--- config.mk ---
export PLATFORM = sky130hd
export DESIGN_NAME = stepper_phase_accumulator
export DESIGN_NICKNAME = d
export VERILOG_FILES = /design/src/hdl/spa_pkg.sv /design/src/hdl/stepper_phase_accumulator.sv
export SDC_FILE = /design/constraint.sdc
export NUM_CORES = 1
export LEC_CHECK = 0
export BUFFER_PORTS_ARGS = -buffer_cell sky130_fd_sc_hd__buf_2
export CELL_PAD_IN_SITES_DETAIL_PLACEMENT = 0
export CELL_PAD_IN_SITES_GLOBAL_PLACEMENT = 1
export CORE_MARGIN = 2
export CORE_UTILIZATION = 29
export DETAILED_ROUTE_END_ITERATION = 10
export GPL_TIMING_DRIVEN = 0
export PLACE_DENSITY_LB_ADDON = 0.05
export SKIP_LAST_GASP = 1
export SLEW_MARGIN = 15
export SYNTH_ARGS = -nofsm -noshare
export SYNTH_HDL_FRONTEND = slang
export SYNTH_SLANG_ARGS = --single-unit
--- constraint.sdc ---
create_clock -name clock -period 9.4 [get_ports clock]
set_input_delay 0.47 -clock clock [delete_from_list [all_inputs] [get_ports clock]]
set_output_delay 0.47 -clock clock [all_outputs]
set_load 0.02 [all_outputs]
--- src/hdl/spa_pkg.sv ---
`default_nettype none

package spa_pkg;

   typedef enum logic [1:0] {
      MODE_IDLE     = 2'd0,
      MODE_VELOCITY = 2'd1,
      MODE_POSITION = 2'd2,
      MODE_HOLD     = 2'd3
   } mode_type;

   // request kind carried on tuser
   localparam logic OP_TICK = 1'b0;
   localparam logic OP_CMD  = 1'b1;

   // register indexes on the csr port
   localparam logic [1:0] CSR_HALF_STEP = 2'd0;
   localparam logic [1:0] CSR_TICK_RATE = 2'd1;
   localparam logic [1:0] CSR_MAX_SPEED = 2'd2;

   localparam int unsigned REQ_DATA_W = 56;
   localparam int unsigned RSP_DATA_W = 40;

   localparam logic [15:0] TICK_RATE_RST = 16'd10000;
   localparam logic [14:0] MAX_SPEED_RST = 15'd1000;

   typedef struct packed {
      logic [31:0] position_out;
      mode_type    current_mode;
      logic        stepped;
      logic        energized;
      logic [3:0]  coils;
   } rsp_type;

   // coil patterns, bit0 = IN1
   localparam logic [3:0] FULL_TABLE [4] = '{4'h5, 4'h6, 4'hA, 4'h9};
   localparam logic [3:0] HALF_TABLE [8] =
      '{4'h5, 4'h4, 4'h6, 4'h2, 4'hA, 4'h8, 4'h9, 4'h1};

endpackage : spa_pkg

`default_nettype wire

--- src/hdl/stepper_phase_accumulator.sv ---
`default_nettype none

// channel | dir | handshake              | payload
// req     | in  | req_tvalid/req_tready  | tuser: op; tdata: cmd_mode, cmd_speed, cmd_target
// rsp     | out | rsp_tvalid/rsp_tready  | tdata: coils, energized, stepped, current_mode,
//         |     |                        |        position_out
// csr     | in  | csr_valid/csr_ready    | csr_index, csr_wdata
//
// one request per clock while req_tready is high; each result is registered on rsp.
// all motion state is updated in the accepting cycle by the accumulator adder,
// the position compare and the phase step, so requests may come back to back.
// a result register plus a skid register hold two results; req_tready falls
// only when both are full. csr_ready is always high.
// reset is synchronous, active high; it resets csr and motion state and both valid flags.
module stepper_phase_accumulator
   import spa_pkg::*;
(
   input  wire logic                  clock,
   input  wire logic                  reset,
   input  wire logic                  req_tvalid,
   output logic                       req_tready,
   // [1:0] cmd_mode, [17:2] cmd_speed, [49:18] cmd_target, [55:50] zero
   input  wire logic [REQ_DATA_W-1:0] req_tdata,
   // [0] op
   input  wire logic                  req_tuser,
   output logic                       rsp_tvalid,
   input  wire logic                  rsp_tready,
   // [3:0] coils, [4] energized, [5] stepped, [7:6] current_mode, [39:8] position_out
   output logic [RSP_DATA_W-1:0]      rsp_tdata,
   input  wire logic                  csr_valid,
   output logic                       csr_ready,
   input  wire logic [1:0]            csr_index,
   input  wire logic [15:0]           csr_wdata
);

   logic        half_step_ff;
   logic [15:0] tick_rate_ff;
   logic [14:0] max_speed_ff;

   mode_type    mode_ff,     mode_in;
   logic [15:0] speed_ff,    speed_in;
   logic [31:0] target_ff,   target_in;
   logic [31:0] position_ff, position_in;
   logic [16:0] acc_ff,      acc_in;
   logic [2:0]  phase_ff,    phase_in;
   logic        coils_on_ff, coils_on_in;

   rsp_type     result;
   rsp_type     out_ff, skid_ff;
   logic        out_valid_ff, skid_valid_ff;

   logic        accept;
   logic        stepped;

   logic [1:0]  cmd_mode;
   logic [15:0] cmd_speed;
   logic [31:0] cmd_target;

   assign cmd_mode   = req_tdata[1:0];
   assign cmd_speed  = req_tdata[17:2];
   assign cmd_target = req_tdata[49:18];

   assign csr_ready  = 1'b1;
   assign req_tready = !skid_valid_ff;
   assign accept     = req_tvalid && req_tready;
   assign rsp_tvalid = out_valid_ff;
   assign rsp_tdata  = out_ff;

   always_ff @(posedge clock) begin
      if (reset) begin
         half_step_ff <= 1'b0;
         tick_rate_ff <= TICK_RATE_RST;
         max_speed_ff <= MAX_SPEED_RST;
      end else if (csr_valid && csr_ready) begin
         case (csr_index)
            CSR_HALF_STEP: half_step_ff <= csr_wdata[0];
            CSR_TICK_RATE: tick_rate_ff <= csr_wdata;
            CSR_MAX_SPEED: max_speed_ff <= csr_wdata[14:0];
            default: ;
         endcase
      end
   end

   always_comb begin
      logic signed [16:0] sp;
      logic signed [16:0] lim;
      logic               dir_up;
      logic               moving;
      logic [15:0]        mag;
      logic [16:0]        acc_sum;
      logic [2:0]         ph;

      mode_in     = mode_ff;
      speed_in    = speed_ff;
      target_in   = target_ff;
      position_in = position_ff;
      acc_in      = acc_ff;
      phase_in    = phase_ff;
      coils_on_in = coils_on_ff;
      stepped     = 1'b0;
      dir_up      = 1'b0;
      moving      = 1'b0;
      sp          = {cmd_speed[15], cmd_speed};
      lim         = {2'b00, max_speed_ff};
      mag         = speed_ff[15] ? (16'd0 - speed_ff) : speed_ff;
      acc_sum     = acc_ff + {1'b0, mag};
      ph          = half_step_ff ? phase_ff : {1'b0, phase_ff[1:0]};

      if (req_tuser == OP_CMD) begin
         if (sp < -lim) begin
            sp = -lim;
         end else if (sp > lim) begin
            sp = lim;
         end
         speed_in  = sp[15:0];
         target_in = cmd_target;
         mode_in   = mode_type'(cmd_mode);
         if (mode_type'(cmd_mode) == MODE_IDLE) begin
            acc_in = '0;
         end
      end else begin
         case (mode_ff)
            MODE_IDLE: begin
               coils_on_in = 1'b0;
            end
            MODE_POSITION: begin
               coils_on_in = 1'b1;
               if (position_ff == target_ff) begin
                  mode_in = MODE_HOLD;
                  acc_in  = '0;
               end else begin
                  moving = 1'b1;
                  dir_up = $signed(target_ff) > $signed(position_ff);
               end
            end
            MODE_VELOCITY: begin
               coils_on_in = 1'b1;
               if (speed_ff == '0) begin
                  mode_in = MODE_HOLD;
                  acc_in  = '0;
               end else begin
                  moving = 1'b1;
                  dir_up = !speed_ff[15];
               end
            end
            default: begin
               coils_on_in = 1'b1;
            end
         endcase

         // a zero speed in position mode leaves the accumulator alone
         if (moving && (mag != '0)) begin
            acc_in = acc_sum;
            if (acc_sum >= {1'b0, tick_rate_ff}) begin
               acc_in  = acc_sum - {1'b0, tick_rate_ff};
               stepped = 1'b1;
               if (dir_up) begin
                  ph          = ph + 3'd1;
                  position_in = position_ff + 32'd1;
               end else begin
                  ph          = ph - 3'd1;
                  position_in = position_ff - 32'd1;
               end
               // full step wraps within four entries
               phase_in = half_step_ff ? ph : {1'b0, ph[1:0]};
            end
         end
      end
   end

   always_comb begin
      result.position_out = position_in;
      result.current_mode = mode_in;
      result.stepped      = stepped;
      result.energized    = coils_on_in;
      if (!coils_on_in) begin
         result.coils = 4'h0;
      end else if (half_step_ff) begin
         result.coils = HALF_TABLE[phase_in];
      end else begin
         result.coils = FULL_TABLE[phase_in[1:0]];
      end
   end

   always_ff @(posedge clock) begin
      if (reset) begin
         mode_ff     <= MODE_IDLE;
         speed_ff    <= '0;
         target_ff   <= '0;
         position_ff <= '0;
         acc_ff      <= '0;
         phase_ff    <= '0;
         coils_on_ff <= 1'b0;
      end else if (accept) begin
         mode_ff     <= mode_in;
         speed_ff    <= speed_in;
         target_ff   <= target_in;
         position_ff <= position_in;
         acc_ff      <= acc_in;
         phase_ff    <= phase_in;
         coils_on_ff <= coils_on_in;
      end
   end

   // result register with a skid stage behind it
   always_ff @(posedge clock) begin
      if (reset) begin
         out_valid_ff  <= 1'b0;
         skid_valid_ff <= 1'b0;
      end else if (!out_valid_ff || rsp_tready) begin
         if (skid_valid_ff) begin
            out_valid_ff  <= 1'b1;
            skid_valid_ff <= 1'b0;
         end else begin
            out_valid_ff  <= accept;
         end
      end else if (accept) begin
         skid_valid_ff <= 1'b1;
      end
   end

   always_ff @(posedge clock) begin
      if (!out_valid_ff || rsp_tready) begin
         if (skid_valid_ff) begin
            out_ff <= skid_ff;
         end else if (accept) begin
            out_ff <= result;
         end
      end else if (accept) begin
         skid_ff <= result;
      end
   end

endmodule : stepper_phase_accumulator

`default_nettype wire

==> reports/metrics.csv <==
stage,metric,value,unit
outcome,status,"complete, no violations",
cells_and_area,fill_cells,5073,
yosys,async_reset_ff_share,0,%
critical_path,critPathMaxFanout,10,
yosys,synth_area,0.01403,mm²
cells_and_area,final_cell_mix,"nand2_1 (254), a21oi_1 (148), dfxtp_1 (137)",
critical_path,critical_path.top_delay_family,compound AO/OA/AOI/OAI gates,
cells_and_area,multi_input_area,0.008229,mm²
sta,relSlewSlack,41.76,%
clock_tree,numCtsBuffers,27,
detailed_routing,met2_length,19330,µm
clock_tree,clockBufferDepth,3,
cells_and_area,seq_area,0.005145,mm²
floorplan,floorplan.die.height,224.0,µm
critical_path,arrival,7.62,ns
detailed_routing,routed_wl,46220,µm
power_and_ir_drop,comb_power_share,25.7,%
global_routing,grt_overflow_total,0,
power_and_ir_drop,vdd_drop_max,126.5,µV
cells_and_area,nets,1989,
cells_and_area,drive_gt1_share,13.00,%
clock_tree,path_clk_slew,0.06,ns
clock_tree,insertion_delay,0.59,ns
global_routing,grtUsageTotal,18.43,%
floorplan,rows,80,
power_and_ir_drop,swShare,31.69,%
clock_tree,post_cts_resize_count,0,
sta,skew,0.04242,ns
place,placed_cells,2358,
detailed_routing,dr.pass1.iters,5,
critical_path,cp-end-kind,register,
sta,period_needed,7.311,ns
detailed_routing,drtIter0Drc,574,
power_and_ir_drop,cellPowerDensity,174.9,mW/mm²
detailed_routing,num_vias,11918,
critical_path,cp_num_buf_inv,7,
critical_path,crit_required,9.71,ns
sta,tightestPinTransition,0.8736,ns
detailed_routing,wl_met3,1593,µm
global_routing,grt_pass1_vias,11883,
power_and_ir_drop,intPower,1948,µW
sta,rsz0062_at_grt,no,
worst_hold_path,min_path_type,input pin to register,
critical_path,worstSetupStartpointType,register,
yosys,synth-edff-count,80,
critical_path,critical-path-slowest-cell,clkbuf_1,
sta,post-route-period-util,77.77,%
sta,maxSlewViolCount,0,
yosys,synthDistinctLibCells,82,
critical_path,critPathKind,register to register,
cells_and_area,area_growth,16.25,%
critical_path,max_stage_delay,0.40,ns
yosys,synth_nets,1845,
place,portBuffers,113,
floorplan,die_area,0.05016,mm²
yosys,avgSynthCellArea,8.619,µm²
power_and_ir_drop,pwr-share-clk,37.3,%
power_and_ir_drop,leakage,0.006775,µW
global_routing,grt_max_degree,33,
yosys,yosys_warnings,0,
floorplan,initial_utilization,29.39,%
yosys,synth_ff_type,dfxtp_1,
floorplan,die_w,224.0,µm
floorplan,core,0.04775,mm²
global_routing,grt_pass1_wl,71320,µm
place,dp_hpwl,36530,µm
sta,finalHoldViolCount,0,
detailed_routing,wl_met1,24580,µm
detailed_routing,viasPerCell,4.949,
sta,fin_tns_setup,0,ns
clock_tree,cts_htree_levels,1,
sta,setup_viol,0,
detailed_routing,drt-wirelength-per-cell,19.19,µm
clock_tree,holdBufCountCts,0,
power_and_ir_drop,p_sw,903.8,µW
sta,fmax,0.1368,GHz
cells_and_area,mostFrequentLayoutCell,nand2_1,
clock_tree,cts_tree,built,
clock_tree,root_buffer,clkbuf_16,
detailed_routing,top_layer_used,met4,
power_and_ir_drop,power_frac_seq,36.9,%
place,place_congestion,0.8228,
job,cap_violations,0,
cells_and_area,fin_cells,2408,
clock_tree,numClockSinks,217,
floorplan,io_pins,123,
detailed_routing,drc,0,
global_routing,grt_antenna_before_repair,0,
clock_tree,cts_setup_buffers,0,
yosys,synthCells,1628,
yosys,seq_area_frac_synth,36.67,%
yosys,synth_seq_cells,217,
detailed_routing,ant_nets,0,
[stage by stage]
stage | area [µm²] | worst slack, ns | util, % | power (µW) | hold slack, ns
floorplan | 14030 | 3.411 | - | 1595 | 0.4315
global placement | 15370 | 1.979 | 32.18 | 1810 | 0.4489
detailed placement | 15410 | 2.052 | 32.29 | 1809 | 0.4476
CTS | 16310 | 1.994 | 34.16 | 2895 | 0.08717
global route | 16310 | 1.425 | 34.16 | 3022 | 0.1119
finish | 16310 | 2.089 | 34.16 | 2852 | 0.1236
[worst paths after layout]
| path | slack, ns | start | end | cells after the start |
|---|---|---|---|---|
| max | 2.09 | speed_ff[15]$_SDFFE_PP0P_ | rsp_tdata[1]$_DFFE_PP_ | 30 |
| min | 0.12 | req_tdata[37] | target_ff[19]$_SDFFE_PP0P_ | 3 |
| max reg2reg | 2.09 | speed_ff[15]$_SDFFE_PP0P_ | rsp_tdata[1]$_DFFE_PP_ | 30 |
| min reg2reg | 0.45 | tick_rate_ff[15]$_SDFFE_PP0P_ | tick_rate_ff[15]$_SDFFE_PP0P_ | 2 |
[synth_stat cells (7+ instances only)]
cell | count | share of area (%)
a211o_1 | 7 | 0.44
a211oi_1 | 30 | 1.6
a21o_1 | 41 | 2.2
a21oi_1 | 148 | 5.3
a22oi_1 | 12 | 0.64
and3_1 | 7 | 0.31
clkbuf_1 | 51 | 1.4
dfxtp_1 | 137 | 20
edfxtp_1 | 80 | 17
ha_1 | 133 | 12
inv_1 | 98 | 2.6
mux2_2 | 43 | 3.5
mux2i_1 | 13 | 0.93
nand2_1 | 254 | 6.8
nand2b_1 | 9 | 0.40
nand3_1 | 18 | 0.64
nand4_1 | 24 | 1.1
nor2_1 | 127 | 3.4
nor2b_1 | 18 | 0.80
nor3_1 | 24 | 0.86
nor3b_1 | 7 | 0.37
nor4_1 | 9 | 0.40
o211ai_1 | 15 | 0.80
o21a_1 | 21 | 1.1
o21ai_0 | 65 | 2.3
o21ai_1 | 24 | 0.86
o31ai_1 | 13 | 0.70
xnor2_1 | 59 | 3.7
xor2_1 | 23 | 1.4
[state kept, by name, indices dropped and copies added, names as in the netlist]
name / count
mode_ff: 2
max_speed_ff: 15
target_ff: 32
position_ff: 32
tick_rate_ff: 16
half_step_ff: 1
skid_valid_ff: 1
speed_ff: 16
rsp_tdata: 40
rsp_tvalid: 1
acc_ff: 17
coils_on_ff: 1
skid_ff: 40
phase_ff: 3
[final cells by class]
class | instances | share of cell area [%]
Multi-Input combinational cell | 1243 | 50.45
Antenna cell | 1 | 0.01534
Buffer | 66 | 1.734
Clock inverter | 14 | 0.9666
Inverter | 102 | 2.347
Timing Repair Buffer | 115 | 3.713
Clock buffer | 35 | 4.511
Sequential cell | 217 | 31.54
Tap cell | 615 | 4.718
[worst min-delay path, stage by stage]
cell and delay [ns]:
buf_2 0.10, nand2_1 0.04, a21oi_1 0.05
[power groups by stage]
stage               Combinational, µW  Clock (µW)  Sequential, µW
floorplan                         510           0            1090
global placement                  736           0            1070
detailed placement                735           0            1070
CTS                               740        1100            1050
global route                      826        1140            1060
finish                            734        1070            1050
[cell families after synthesis]
kind of cell    share of synthesized area [%]
flops                                   36.67
mux                                     4.378
fa+ha+maj                               12.43
buf+inv                                 4.744
compound gates                          19.08
other cells                           0.02673
simple gates                            17.55
xor+xnor                                5.119
[metal layers]
metal	vias to the layer above	global-route usage, %
li1	6084	-
met1	5590	27.70
met2	196	28.11
met3	48	2.151
met4	0	3.914
met5	-	0
(Power assumes the default switching activity.)
